--- src/design/tile_grid_neighbor_generator_top_macros.svh ---
// ----------------------------------------------------------------------------
// tile grid neighbor generator assertion macros
// concurrent check wrappers on i_clk with synchronous active-low reset
// ----------------------------------------------------------------------------
`ifndef TILE_GRID_NEIGHBOR_GENERATOR_TOP_MACROS_SVH
`define TILE_GRID_NEIGHBOR_GENERATOR_TOP_MACROS_SVH

`ifndef ASSERT_OFF
`define TGNG_ASSERT_ALWAYS(label, expr, msg) \
    label: assert property (@(posedge i_clk) disable iff (!i_rst_n) (expr)) \
        else $error(msg);
`define TGNG_ASSERT_SAME(label, ante, cons, msg) \
    label: assert property (@(posedge i_clk) disable iff (!i_rst_n) (ante) |-> (cons)) \
        else $error(msg);
`define TGNG_ASSERT_NEXT(label, ante, cons, msg) \
    label: assert property (@(posedge i_clk) disable iff (!i_rst_n) (ante) |=> (cons)) \
        else $error(msg);
`else
`define TGNG_ASSERT_ALWAYS(label, expr, msg)
`define TGNG_ASSERT_SAME(label, ante, cons, msg)
`define TGNG_ASSERT_NEXT(label, ante, cons, msg)
`endif

`endif

--- src/design/tgng_pkg.sv ---
// ----------------------------------------------------------------------------
// tgng_pkg
// shared types, register codes and neighbor offset tables
// ----------------------------------------------------------------------------
package tgng_pkg;

    localparam int COORD_BITS_DEF = 16;

    localparam int CFG_INDEX_BITS = 3;
    localparam int CFG_DATA_BITS  = 2;

    localparam logic [CFG_INDEX_BITS-1:0] REG_MAP_ORIENTATION   = 3'd0;
    localparam logic [CFG_INDEX_BITS-1:0] REG_INCLUDE_DIAGONALS = 3'd1;
    localparam logic [CFG_INDEX_BITS-1:0] REG_STAGGER_PARITY    = 3'd2;
    localparam logic [CFG_INDEX_BITS-1:0] REG_STAGGER_AXIS      = 3'd3;

    localparam logic [1:0] ORIENT_ORTHO = 2'd0;
    localparam logic [1:0] ORIENT_ISO   = 2'd1;
    localparam logic [1:0] ORIENT_STAG  = 2'd2;
    localparam logic [1:0] ORIENT_HEX   = 2'd3;

    typedef logic [2:0] t_pat;
    typedef logic [2:0] t_slot;

    localparam t_pat PAT_ORTHO      = 3'd0;
    localparam t_pat PAT_ISO        = 3'd1;
    localparam t_pat PAT_STAG_EVEN  = 3'd2;
    localparam t_pat PAT_STAG_ODD   = 3'd3;
    localparam t_pat PAT_HEXR_MATCH = 3'd4;
    localparam t_pat PAT_HEXR_OTHER = 3'd5;
    localparam t_pat PAT_HEXC_MATCH = 3'd6;
    localparam t_pat PAT_HEXC_OTHER = 3'd7;

    localparam t_slot SLOT_FIRST    = 3'd0;
    localparam t_slot SLOT_LAST_4   = 3'd3;
    localparam t_slot SLOT_LAST_6   = 3'd5;
    localparam t_slot SLOT_LAST_8   = 3'd7;

    typedef struct packed {
        t_pat  pat;
        t_slot last_slot;
    } t_cls;

    typedef logic signed [1:0] t_dx;
    typedef logic signed [2:0] t_dy;

    localparam t_dx XM1 = -2'sd1;
    localparam t_dx X0  = 2'sd0;
    localparam t_dx XP1 = 2'sd1;

    localparam t_dy YM2 = -3'sd2;
    localparam t_dy YM1 = -3'sd1;
    localparam t_dy Y0  = 3'sd0;
    localparam t_dy YP1 = 3'sd1;
    localparam t_dy YP2 = 3'sd2;

    localparam t_dx PAT_DX [8][8] = '{
        '{X0,  X0,  XM1, XP1, XP1, XP1, XM1, XM1},
        '{XM1, X0,  XP1, X0,  XM1, XP1, XP1, XM1},
        '{XM1, X0,  X0,  XM1, X0,  XP1, X0,  XM1},
        '{X0,  XP1, XP1, X0,  X0,  XP1, X0,  XM1},
        '{XM1, X0,  XP1, X0,  XM1, XM1, X0,  X0 },
        '{X0,  XP1, XP1, XP1, X0,  XM1, X0,  X0 },
        '{XM1, X0,  XP1, XP1, X0,  XM1, X0,  X0 },
        '{XM1, X0,  XP1, XP1, X0,  XM1, X0,  X0 }
    };

    localparam t_dy PAT_DY [8][8] = '{
        '{YM1, YP1, Y0,  Y0,  YM1, YP1, YP1, YM1},
        '{Y0,  YM1, Y0,  YP1, YM1, YM1, YP1, YP1},
        '{YM1, YM1, YP1, YP1, YM2, Y0,  YP2, Y0 },
        '{YM1, YM1, YP1, YP1, YM2, Y0,  YP2, Y0 },
        '{YM1, YM1, Y0,  YP1, YP1, Y0,  Y0,  Y0 },
        '{YM1, YM1, Y0,  YP1, YP1, Y0,  Y0,  Y0 },
        '{YM1, YM1, YM1, Y0,  YP1, Y0,  Y0,  Y0 },
        '{Y0,  YM1, Y0,  YP1, YP1, YP1, Y0,  Y0 }
    };

endpackage

--- src/design/tgng_front.sv ---
// ----------------------------------------------------------------------------
// tgng_front
// holds the map registers and classifies each tile into pattern and count
// ----------------------------------------------------------------------------
module tgng_front #(
    parameter int COORD_BITS = tgng_pkg::COORD_BITS_DEF
) (
    input  logic                                   i_clk,
    input  logic                                   i_rst_n,
    input  logic                                   i_cfg_valid,
    output logic                                   o_cfg_ready,
    input  logic [tgng_pkg::CFG_INDEX_BITS-1:0]    i_cfg_index,
    input  logic [tgng_pkg::CFG_DATA_BITS-1:0]     i_cfg_data,
    input  logic                                   i_in_valid,
    output logic                                   o_in_stall,
    input  logic signed [COORD_BITS-1:0]           i_tile_x,
    input  logic signed [COORD_BITS-1:0]           i_tile_y,
    input  logic                                   i_q_full,
    output logic                                   o_push,
    output tgng_pkg::t_cls                         o_cls
);
    import tgng_pkg::*;

    logic [1:0] r_orient;
    logic       r_diag;
    logic       r_parity;
    logic       r_axis;
    logic       hex_par;

    assign o_cfg_ready = 1'b1;

    always_ff @(posedge i_clk) begin
        if (!i_rst_n) begin
            r_orient <= ORIENT_ORTHO;
            r_diag   <= 1'b0;
            r_parity <= 1'b0;
            r_axis   <= 1'b1;
        end else if (i_cfg_valid && o_cfg_ready) begin
            unique case (i_cfg_index)
                REG_MAP_ORIENTATION:   r_orient <= i_cfg_data;
                REG_INCLUDE_DIAGONALS: r_diag   <= i_cfg_data[0];
                REG_STAGGER_PARITY:    r_parity <= i_cfg_data[0];
                REG_STAGGER_AXIS:      r_axis   <= i_cfg_data[0];
                default: begin
                end
            endcase
        end
    end

    assign hex_par    = r_axis ? i_tile_y[0] : i_tile_x[0];
    assign o_in_stall = i_q_full;
    assign o_push     = i_in_valid && !i_q_full;

    always_comb begin
        unique case (r_orient)
            ORIENT_ORTHO: o_cls.pat = PAT_ORTHO;
            ORIENT_ISO:   o_cls.pat = PAT_ISO;
            ORIENT_STAG:  o_cls.pat = i_tile_y[0] ? PAT_STAG_ODD : PAT_STAG_EVEN;
            default: begin
                if (r_axis) begin
                    o_cls.pat = (hex_par == r_parity) ? PAT_HEXR_MATCH : PAT_HEXR_OTHER;
                end else begin
                    o_cls.pat = (hex_par == r_parity) ? PAT_HEXC_MATCH : PAT_HEXC_OTHER;
                end
            end
        endcase
        if (r_orient == ORIENT_HEX) begin
            o_cls.last_slot = SLOT_LAST_6;
        end else begin
            o_cls.last_slot = r_diag ? SLOT_LAST_8 : SLOT_LAST_4;
        end
    end

endmodule

--- src/design/tgng_queue.sv ---
// ----------------------------------------------------------------------------
// tgng_queue
// two-entry queue of classified tiles between front and back
// ----------------------------------------------------------------------------
`include "tile_grid_neighbor_generator_top_macros.svh"

module tgng_queue #(
    parameter int COORD_BITS = tgng_pkg::COORD_BITS_DEF
) (
    input  logic                         i_clk,
    input  logic                         i_rst_n,
    input  logic                         i_push,
    input  logic signed [COORD_BITS-1:0] i_x,
    input  logic signed [COORD_BITS-1:0] i_y,
    input  tgng_pkg::t_cls               i_cls,
    output logic                         o_full,
    output logic                         o_nempty,
    input  logic                         i_pop,
    output logic signed [COORD_BITS-1:0] o_x,
    output logic signed [COORD_BITS-1:0] o_y,
    output tgng_pkg::t_cls               o_cls
);
    import tgng_pkg::*;

    localparam logic [1:0] CNT_EMPTY = 2'd0;
    localparam logic [1:0] CNT_FULL  = 2'd2;

    logic signed [COORD_BITS-1:0] r_x   [2];
    logic signed [COORD_BITS-1:0] r_y   [2];
    t_cls                         r_cls [2];
    logic                         r_wr;
    logic                         r_rd;
    logic [1:0]                   r_cnt;
    logic [1:0]                   n_cnt;

    assign o_full   = (r_cnt == CNT_FULL);
    assign o_nempty = (r_cnt != CNT_EMPTY);
    assign o_x      = r_x[r_rd];
    assign o_y      = r_y[r_rd];
    assign o_cls    = r_cls[r_rd];

    always_comb begin
        n_cnt = r_cnt;
        if (i_push && !i_pop) begin
            n_cnt = r_cnt + 2'd1;
        end else if (i_pop && !i_push) begin
            n_cnt = r_cnt - 2'd1;
        end
    end

    always_ff @(posedge i_clk) begin
        if (!i_rst_n) begin
            r_wr  <= 1'b0;
            r_rd  <= 1'b0;
            r_cnt <= CNT_EMPTY;
        end else begin
            r_cnt <= n_cnt;
            if (i_push) begin
                r_wr <= !r_wr;
            end
            if (i_pop) begin
                r_rd <= !r_rd;
            end
        end
    end

    always_ff @(posedge i_clk) begin
        if (i_push) begin
            r_x[r_wr]   <= i_x;
            r_y[r_wr]   <= i_y;
            r_cls[r_wr] <= i_cls;
        end
    end

    `TGNG_ASSERT_ALWAYS(a_cnt_range, r_cnt <= CNT_FULL, "queue count out of range")
    `TGNG_ASSERT_SAME(a_pop_nempty, i_pop, r_cnt != CNT_EMPTY, "pop from empty queue")
    `TGNG_ASSERT_SAME(a_push_room, i_push && !i_pop, r_cnt != CNT_FULL, "push into full queue")

endmodule

--- src/design/tgng_back.sv ---
// ----------------------------------------------------------------------------
// tgng_back
// walks the offset table of one tile and drives the neighbor output register
// ----------------------------------------------------------------------------
`include "tile_grid_neighbor_generator_top_macros.svh"

module tgng_back #(
    parameter int COORD_BITS = tgng_pkg::COORD_BITS_DEF
) (
    input  logic                         i_clk,
    input  logic                         i_rst_n,
    input  logic                         i_q_nempty,
    input  logic signed [COORD_BITS-1:0] i_q_x,
    input  logic signed [COORD_BITS-1:0] i_q_y,
    input  tgng_pkg::t_cls               i_q_cls,
    output logic                         o_pop,
    output logic                         o_out_valid,
    input  logic                         i_out_stall,
    output logic signed [COORD_BITS:0]   o_neighbor_x,
    output logic signed [COORD_BITS:0]   o_neighbor_y,
    output logic [2:0]                   o_neighbor_slot,
    output logic                         o_last_neighbor
);
    import tgng_pkg::*;

    logic                         r_busy;
    logic signed [COORD_BITS-1:0] r_x;
    logic signed [COORD_BITS-1:0] r_y;
    t_cls                         r_cls;
    t_slot                        r_slot;
    logic                         r_out_valid;
    logic signed [COORD_BITS:0]   r_nx;
    logic signed [COORD_BITS:0]   r_ny;
    t_slot                        r_out_slot;
    logic                         r_out_last;

    logic                         out_load;
    logic                         gen;
    logic                         gen_last;
    t_dx                          dx;
    t_dy                          dy;
    logic signed [COORD_BITS:0]   n_nx;
    logic signed [COORD_BITS:0]   n_ny;

    assign out_load = !r_out_valid || !i_out_stall;
    assign gen      = r_busy && out_load;
    assign gen_last = (r_slot == r_cls.last_slot);
    assign o_pop    = i_q_nempty && (!r_busy || (gen && gen_last));

    assign dx   = PAT_DX[r_cls.pat][r_slot];
    assign dy   = PAT_DY[r_cls.pat][r_slot];
    assign n_nx = {r_x[COORD_BITS-1], r_x} + {{(COORD_BITS-1){dx[1]}}, dx};
    assign n_ny = {r_y[COORD_BITS-1], r_y} + {{(COORD_BITS-2){dy[2]}}, dy};

    always_ff @(posedge i_clk) begin
        if (!i_rst_n) begin
            r_busy      <= 1'b0;
            r_slot      <= SLOT_FIRST;
            r_out_valid <= 1'b0;
        end else begin
            if (o_pop) begin
                r_busy <= 1'b1;
                r_slot <= SLOT_FIRST;
            end else if (gen) begin
                r_slot <= r_slot + 3'd1;
                if (gen_last) begin
                    r_busy <= 1'b0;
                end
            end
            if (out_load) begin
                r_out_valid <= gen;
            end
        end
    end

    always_ff @(posedge i_clk) begin
        if (o_pop) begin
            r_x   <= i_q_x;
            r_y   <= i_q_y;
            r_cls <= i_q_cls;
        end
        if (gen) begin
            r_nx       <= n_nx;
            r_ny       <= n_ny;
            r_out_slot <= r_slot;
            r_out_last <= gen_last;
        end
    end

    assign o_out_valid     = r_out_valid;
    assign o_neighbor_x    = r_nx;
    assign o_neighbor_y    = r_ny;
    assign o_neighbor_slot = r_out_slot;
    assign o_last_neighbor = r_out_last;

    `TGNG_ASSERT_SAME(a_last_slot, r_out_valid && r_out_last, r_out_slot == SLOT_LAST_4 || r_out_slot == SLOT_LAST_6 || r_out_slot == SLOT_LAST_8, "last word on a bad slot")
    `TGNG_ASSERT_NEXT(a_slot_step, r_out_valid && !i_out_stall && !r_out_last, r_out_valid && r_out_slot == ($past(r_out_slot) + 3'd1), "neighbor words not contiguous")
    `TGNG_ASSERT_NEXT(a_slot_restart, r_out_valid && !i_out_stall && r_out_last, !r_out_valid || r_out_slot == SLOT_FIRST, "new tile does not start at first slot")
    `TGNG_ASSERT_SAME(a_slot_bound, r_busy, r_slot <= r_cls.last_slot, "slot counter past tile count")

endmodule

--- src/design/tile_grid_neighbor_generator_top.sv ---
// ----------------------------------------------------------------------------
// tile_grid_neighbor_generator_top
// emits the neighbor coordinates of each tile for square, iso, staggered
// and hex maps
// ----------------------------------------------------------------------------
// channel   direction  handshake                 payload
// cfg       in         i_cfg_valid / o_cfg_ready i_cfg_index, i_cfg_data
// tile      in         i_in_valid / o_in_stall   i_tile_x, i_tile_y
// neighbor  out        o_out_valid / i_out_stall o_neighbor_x, o_neighbor_y,
//                                                o_neighbor_slot, o_last_neighbor
//
// a tile yields 4, 6 or 8 neighbor words, one word per cycle from the back
// sequencer while the output is not stalled
// a tile passes the queue entry, the back tile registers, then the output register
// tiles are taken every cycle while the two-entry queue has room
// reset is synchronous; it empties the queue and sets the map registers
// an output stall holds the word and backs up into the queue, then the input
// ----------------------------------------------------------------------------
module tile_grid_neighbor_generator_top #(
    parameter int COORD_BITS = tgng_pkg::COORD_BITS_DEF
) (
    input  logic                                i_clk,
    input  logic                                i_rst_n,
    input  logic                                i_cfg_valid,
    output logic                                o_cfg_ready,
    input  logic [tgng_pkg::CFG_INDEX_BITS-1:0] i_cfg_index,
    input  logic [tgng_pkg::CFG_DATA_BITS-1:0]  i_cfg_data,
    input  logic                                i_in_valid,
    output logic                                o_in_stall,
    input  logic signed [COORD_BITS-1:0]        i_tile_x,
    input  logic signed [COORD_BITS-1:0]        i_tile_y,
    output logic                                o_out_valid,
    input  logic                                i_out_stall,
    output logic signed [COORD_BITS:0]          o_neighbor_x,
    output logic signed [COORD_BITS:0]          o_neighbor_y,
    output logic [2:0]                          o_neighbor_slot,
    output logic                                o_last_neighbor
);
    import tgng_pkg::*;

    logic                         push;
    logic                         pop;
    logic                         q_full;
    logic                         q_nempty;
    t_cls                         f_cls;
    t_cls                         q_cls;
    logic signed [COORD_BITS-1:0] q_x;
    logic signed [COORD_BITS-1:0] q_y;

    tgng_front #(
        .COORD_BITS (COORD_BITS)
    ) u_front (
        .i_clk       (i_clk),
        .i_rst_n     (i_rst_n),
        .i_cfg_valid (i_cfg_valid),
        .o_cfg_ready (o_cfg_ready),
        .i_cfg_index (i_cfg_index),
        .i_cfg_data  (i_cfg_data),
        .i_in_valid  (i_in_valid),
        .o_in_stall  (o_in_stall),
        .i_tile_x    (i_tile_x),
        .i_tile_y    (i_tile_y),
        .i_q_full    (q_full),
        .o_push      (push),
        .o_cls       (f_cls)
    );

    tgng_queue #(
        .COORD_BITS (COORD_BITS)
    ) u_queue (
        .i_clk    (i_clk),
        .i_rst_n  (i_rst_n),
        .i_push   (push),
        .i_x      (i_tile_x),
        .i_y      (i_tile_y),
        .i_cls    (f_cls),
        .o_full   (q_full),
        .o_nempty (q_nempty),
        .i_pop    (pop),
        .o_x      (q_x),
        .o_y      (q_y),
        .o_cls    (q_cls)
    );

    tgng_back #(
        .COORD_BITS (COORD_BITS)
    ) u_back (
        .i_clk           (i_clk),
        .i_rst_n         (i_rst_n),
        .i_q_nempty      (q_nempty),
        .i_q_x           (q_x),
        .i_q_y           (q_y),
        .i_q_cls         (q_cls),
        .o_pop           (pop),
        .o_out_valid     (o_out_valid),
        .i_out_stall     (i_out_stall),
        .o_neighbor_x    (o_neighbor_x),
        .o_neighbor_y    (o_neighbor_y),
        .o_neighbor_slot (o_neighbor_slot),
        .o_last_neighbor (o_last_neighbor)
    );

endmodule
--- config.mk ---
export PLATFORM = sky130hd
export DESIGN_NAME = tile_grid_neighbor_generator_top
export DESIGN_NICKNAME = d
export VERILOG_FILES = /design/src/design/tgng_pkg.sv /design/src/design/tgng_front.sv /design/src/design/tgng_queue.sv /design/src/design/tgng_back.sv /design/src/design/tile_grid_neighbor_generator_top.sv
export VERILOG_INCLUDE_DIRS = /design/src /design/src/design
export SDC_FILE = /design/constraint.sdc
export NUM_CORES = 1
export LEC_CHECK = 0
export ABC_AREA = 1
export BUFFER_PORTS_ARGS = -buffer_cell sky130_fd_sc_hd__buf_2
export CORE_MARGIN = 1
export CORE_UTILIZATION = 52
export CTS_BUF_LIST = sky130_fd_sc_hd__clkbuf_16
export DETAILED_ROUTE_END_ITERATION = 8
export HOLD_SLACK_MARGIN = 0.06
export PLACE_DENSITY = 0.69
export SYNTH_ARGS = -nofsm -noshare
export SYNTH_HDL_FRONTEND = slang
export SYNTH_SLANG_ARGS = --single-unit
--- constraint.sdc ---
create_clock -name i_clk -period 4.6 [get_ports i_clk]
set_clock_uncertainty 0.1 [all_clocks]
set_input_delay 0.69 -clock i_clk [delete_from_list [all_inputs] [get_ports i_clk]]
set_output_delay 0.69 -clock i_clk [all_outputs]
set_load 0.02 [all_outputs]
==> impl_metrics.env, run 1 <==
export IMPL_route_vias_total=5279
export IMPL_wl_met1_mm=7.05
export IMPL_hold_depth=1
export IMPL_end_kind="flop"
export IMPL_crit_type="reg -> reg"
export IMPL_drive_gt1_share_pct=19.7
export IMPL_yosysSeqAreaShare_pct=60.3
export IMPL_dieArea_um2=15700
export IMPL_utilization_pct=61.8
export IMPL_grt_overflow=0
export IMPL_post_synth_and_or_nand_nor_area_fraction_pct=15.1
export IMPL_syn_to_final_growth_pct=14.8
export IMPL_clock_path_buffers=2
export IMPL_first_iter_violations=347
export IMPL_fp_row_count=44
export IMPL_grt_max_degree=43
export IMPL_cp_arrival_ns=3.22
export IMPL_ant_nets=0
export IMPL_ctsResizeCount=0
export IMPL_hp_class="in -> reg"
export IMPL_drv_cap=0
export IMPL_synth_flop_cell="edfxtp_1"
export IMPL_slew_headroom_pct=25.8
export IMPL_nNetsFinal=906
export IMPL_core_area_um2=14600
export IMPL_clk_pin_slew_worst_paths_ns=0.06
export IMPL_die_w_um=125
export IMPL_rsz0062_at_grt="false"
export IMPL_final_cell_mix="nand2_1, edfxtp_1, inv_1"
export IMPL_synth_nets=810
export IMPL_layout_commonest_cell="nand2_1"
export IMPL_yosysWarnings=0
export IMPL_place_congestion=0.883
export IMPL_ys_types=34
export IMPL_dr_wl_met2_mm=6.55
export IMPL_cp_max_fo=16
export IMPL_die_h_um=125
export IMPL_cts_made_buffers=17
export IMPL_antenna_found_initial=0
export IMPL_crit_required_ns=4.67
export IMPL_cts_sinks=163
export IMPL_clk_latency_ns=0.42
export IMPL_startpoint_type="flop"
export IMPL_hpwl_mm=10.4
export IMPL_cts_htree_levels=4
export IMPL_avgSynthCellArea_um2=10.9
export IMPL_async_reset_ff_share_pct=0
export IMPL_ys_ff_latch=163
export IMPL_drc=0
export IMPL_synth_mux_area_share_pct=5.28
export IMPL_drv_slew=0
export IMPL_drt_total_wl_mm=14.3
export IMPL_clockRootBuffer="clkbuf_16"
export IMPL_syn_cell_area_um2=7890
export IMPL_synth_compound_area_share_pct=5.47
export IMPL_synthAdderAreaFrac_pct=7.17
export IMPL_grt_pass1_vias=5067
export IMPL_finalSetupViolations=0
export IMPL_whs_ns=0.357
export IMPL_routed_top_layer="met4"
export IMPL_finalSetupTns_ns=0
export IMPL_ctsHoldBuffers=0
export IMPL_grt_pass1_wl_mm=24.2
export IMPL_fin_cells=1017
export IMPL_synth_edf_count=149
export IMPL_port_buffers=81
export IMPL_firstDrtPassIters=7
export IMPL_vias_per_cell=5.19
export IMPL_hold_violations=0
export IMPL_reg2reg_depth=17
export IMPL_ioPinCount=83
export IMPL_synth_xor_area_share_pct=1.89
export IMPL_post_cts_buffers=0
export IMPL_min_period_over_period_pct=68.5
export IMPL_grt_total_usage_pct=19.7
export IMPL_fillers=1176
export IMPL_num_antenna_cells=0
export IMPL_start_util_pct=53.8
export IMPL_detailroute_wirelength_met3_um=588
export IMPL_fin_crit_ns=3.15
export IMPL_placedCellCount=985
export IMPL_synth_top_family_by_area="simple AND/OR/NAND/NOR gates"
export IMPL_clock_fmax_ghz=0.317
export IMPL_synth_cells=724
export IMPL_tightest_slew_ns=1.11
export IMPL_wire_per_inst_um=14.1
export IMPL_status="finished, final reports clean"
export IMPL_tritoncts="yes"
[kinds of logic (layout without fill, tap and decap cells)]
kind of cell	count (synthesis)	in the layout
buf+inv	95	204
mux	37	37
other cells	1	1
compound gates	80	80
flops	163	163
fa+ha+maj	44	44
xor+xnor	17	17
simple gates	287	287
[layout make-up]
class / count / area (µm²) / share of cell area, %
Multi-Input combinational cell: 466 / 2770 / 30.6
Clock buffer: 17 / 425 / 4.70
Clock inverter: 15 / 104 / 1.15
Timing Repair Buffer: 86 / 443 / 4.89
Inverter: 86 / 323 / 3.57
Tap cell: 184 / 230 / 2.54
Sequential cell: 163 / 4750 / 52.5
[path summary, 6_finish.rpt]
check                                    from  slack [ns]                                 to
setup / recovery    u_back.r_cls[4]$_DFFE_PP_        1.45  u_back.o_neighbor_x[12]$_DFFE_PP_
hold / removal                   i_tile_y[15]        0.36       u_queue.r_y[1][15]$_DFFE_PP_
setup reg to reg    u_back.r_cls[4]$_DFFE_PP_        1.45  u_back.o_neighbor_x[12]$_DFFE_PP_
hold reg to reg   u_front.r_diag$_SDFFE_PN0P_        0.37        u_front.r_diag$_SDFFE_PN0P_
[cells in the mapped netlist, types with 2 or more instances]
library cell	number	area share [%]
nand2_2	3	0.24
dfxtp_1	14	3.6
o21ai_0	30	1.9
ha_1	42	6.7
nor3_1	10	0.63
mux2_2	37	5.3
edfxtp_1	149	57
fa_1	2	0.51
nor2_1	52	2.5
o21bai_1	2	0.19
buf_2	5	0.32
buf_4	3	0.29
nand2_4	2	0.29
xnor2_1	2	0.22
inv_1	85	4.0
xor2_1	15	1.7
a21oi_1	39	2.5
o22ai_1	2	0.16
nand3_1	34	2.2
and2_1	2	0.16
nand4_1	7	0.56
nand2_1	174	8.3
o21ai_1	2	0.13
[state kept, by name (all words and copies together) (netlist names), 3 cells and up]
register / cells
u_back.o_neighbor_slot: 3
u_back.o_neighbor_x: 17
u_back.o_neighbor_y: 17
u_back.r_cls: 5
u_back.r_slot: 3
u_back.r_x: 16
u_back.r_y: 16
u_queue.r_cls: 10
u_queue.r_x: 32
u_queue.r_y: 32
[metal layers]
metal	up-vias	global-route usage, %
met5	-	0
met4	0	5.81
met3	13	4.45
met2	134	31.8
met1	2454	26.9
li1	2678	-
[critical path, stage by stage, from the launching register on]
cell and delay, ns:
edfxtp_1 0.46, inv_1 0.20, ha_1 0.18, inv_1 0.06, o21ai_0 0.15, nand2_1 0.07
nand3_1 0.07, nand2_1 0.05, nor2_1 0.08, buf_4 0.22, inv_1 0.10, fa_1 0.47
o21ai_1 0.28, nand2_1 0.08, nand2_1 0.12, nand2_1 0.08, nand3_1 0.07, nand2_1 0.06
[stage by stage]
step | area (µm²) | setup WS (ns)
final | 9050 | 1.45
after global routing | 9050 | 1.10
after CTS | 9050 | 1.46
after detailed placement | 8520 | 1.47
after global placement | 8520 | 1.57
after floorplan | 7890 | 1.33
Power of run 1 is left out: the tool's default activity adds up to more than one toggle a clock period on the data nets, which glitch-free logic cannot reach.
==> inputs of run 2 (changes only) <==
- clock period: 4.6 -> 2.98 ns (I/O delays scaled with it)
==> run 2 against run 1 <==
Compared with the run above:
- the run now ends with design-rule violations left
- cell count grew 2.3%
- first-iteration DRC count grew 24%
- flip-flop and latch count is the same
- register-to-register slack lost 1.4 ns
- clock-buffer cell count is the same
- utilization grew 4.7 points
- fmax grew 8.1%
- die area is the same
- via count grew 3.2%
- global-route usage shrank 0.093 points
- sequential share of layout area shrank 3.7 points
- largest cell class unchanged
- highest routed layer unchanged
==> impl_metrics.env, run 2 (same netlist as run 1, synthesis figures left out) <==
export IMPL_cp_arrival_ns=2.99
export IMPL_place_congestion=0.834
export IMPL_grt_total_usage_pct=19.6
export IMPL_tritoncts="yes"
export IMPL_hold_violations=0
export IMPL_slowest_stage="edfxtp_1"
export IMPL_clockRootBuffer="clkbuf_16"
export IMPL_die_w_um=125
export IMPL_cts_sinks=163
export IMPL_grt_pass1_wl_mm=23.9
export IMPL_fin_crit_ns=2.91
export IMPL_end_kind="flop"
export IMPL_cts_htree_levels=4
export IMPL_vias_per_cell=5.24
export IMPL_num_antenna_cells=0
export IMPL_finalSetupTns_ns=0
export IMPL_ant_nets=0
export IMPL_start_util_pct=53.8
export IMPL_top_regs="u_queue.r_x: 32 flops, u_queue.r_y: 32 flops"
export IMPL_firstDrtPassIters=8
export IMPL_first_iter_violations=430
export IMPL_rsz0062_at_grt="true"
export IMPL_wire_per_inst_um=15.1
export IMPL_clk_pin_slew_worst_paths_ns=0.06
export IMPL_ctsHoldBuffers=0
export IMPL_syn_to_final_growth_pct=23.6
export IMPL_fillers=1109
export IMPL_path_cells="buf_4 -> ha_1 -> inv_2 -> o21ai_1 -> nand2_1 -> nand2_2 -> a21oi_4 -> clkbuf_16 -> ha_2 -> nor2_2 -> inv_1 -> nand3_1 -> nand2_2 -> buf_4 -> xor2_1"
export IMPL_drc=22
export IMPL_grt_max_degree=43
export IMPL_crit_type="reg -> reg"
export IMPL_drv_slew=0
export IMPL_clock_path_buffers=2
export IMPL_core_area_um2=14600
export IMPL_fp_row_count=44
export IMPL_max_stage_delay_ns=0.39
export IMPL_startpoint_type="flop"
export IMPL_die_h_um=125
export IMPL_cts_made_buffers=17
export IMPL_layout_commonest_cell="nand2_1"
export IMPL_dr_wl_met2_mm=7.92
export IMPL_crit_required_ns=3.05
export IMPL_violations="design-rule violations"
export IMPL_cp_max_fo=7
export IMPL_wl_met1_mm=6.91
export IMPL_grt_overflow=0
export IMPL_drt_total_wl_mm=15.7
export IMPL_slew_headroom_pct=49.3
export IMPL_grt_pass1_vias=5078
export IMPL_ioPinCount=83
export IMPL_detailroute_wirelength_met3_um=601
export IMPL_route_vias_total=5447
export IMPL_nNetsFinal=929
export IMPL_finalSetupViolations=0
export IMPL_drive_gt1_share_pct=30.7
export IMPL_clk_latency_ns=0.42
export IMPL_hpwl_mm=10.7
export IMPL_routed_top_layer="met4"
export IMPL_tightest_slew_ns=0.759
export IMPL_hp_class="in -> reg"
export IMPL_min_period_over_period_pct=97.8
export IMPL_antenna_found_initial=0
export IMPL_port_buffers=81
export IMPL_status="finished, violations left"
export IMPL_clock_fmax_ghz=0.343
export IMPL_dieArea_um2=15700
export IMPL_utilization_pct=66.5
export IMPL_drv_cap=0
export IMPL_final_cell_mix="nand2_1, edfxtp_1, inv_1"
[run 2: final cells by class]
cell class	instances	area [µm²]	area share, %
multi-input cells	467	3200	32.8
inverters	86	323	3.31
well taps	184	230	2.36
flip-flops and latches	163	4750	48.8
clock inverters	15	133	1.36
repair buffers	108	679	6.97
clock buffers	17	425	4.37
[run 2: repair_timing]
action                     4_1_cts  5_1_grt
setup buffers                    0        7
gates cloned                     1        1
pin swaps                        1       21
setup endpoints to repair        3       25
gates resized for setup          2       96
[run 2: final timing paths]
path	end	depth (start not counted)	slack [ns]	from
worst max-delay path	u_back.o_neighbor_y[8]$_DFFE_PP_	15	0.07	u_back.r_cls[3]$_DFFE_PP_
worst min-delay path	u_queue.r_x[0][8]$_DFFE_PP_	1	0.11	i_tile_x[8]
worst max register to register	u_back.o_neighbor_y[8]$_DFFE_PP_	15	0.07	u_back.r_cls[3]$_DFFE_PP_
worst min register to register	u_front.r_diag$_SDFFE_PN0P_	2	0.36	u_front.r_diag$_SDFFE_PN0P_
[run 2: critical path, delay by kind of cell (launching register included)]
| kind | cells | cell delay [ns] |
|---|---|---|
| simple gates | 5 | 0.49 |
| fa+ha+maj | 2 | 0.51 |
| flops | 1 | 0.39 |
| buf+inv | 5 | 0.69 |
| compound gates | 2 | 0.35 |
| xor+xnor | 1 | 0.14 |
[run 2: per-stage QoR]
stage / cells / area, µm² / hold WS (ns) / setup slack, ns
2_1_floorplan: 724 / 7900 / 0.303 / 0.0814
3_3_place_gp: 999 / 8690 / 0.345 / -0.0264
3_5_place_dp: 999 / 8690 / 0.350 / -0.000913
4_1_cts: 1032 / 9260 / 0.0913 / 0.0155
5_1_grt: 1040 / 9740 / 0.0974 / -0.0658
6_report: 1040 / 9740 / 0.110 / 0.0661
[run 2: per-layer routing]
layer  GRT usage (%)  up-vias
li1                -     2717
met1            24.7     2553
met2            33.5      152
met3            3.85       25
met4            7.75        0
met5               0        -
Power of run 2 is left out for the same reason.
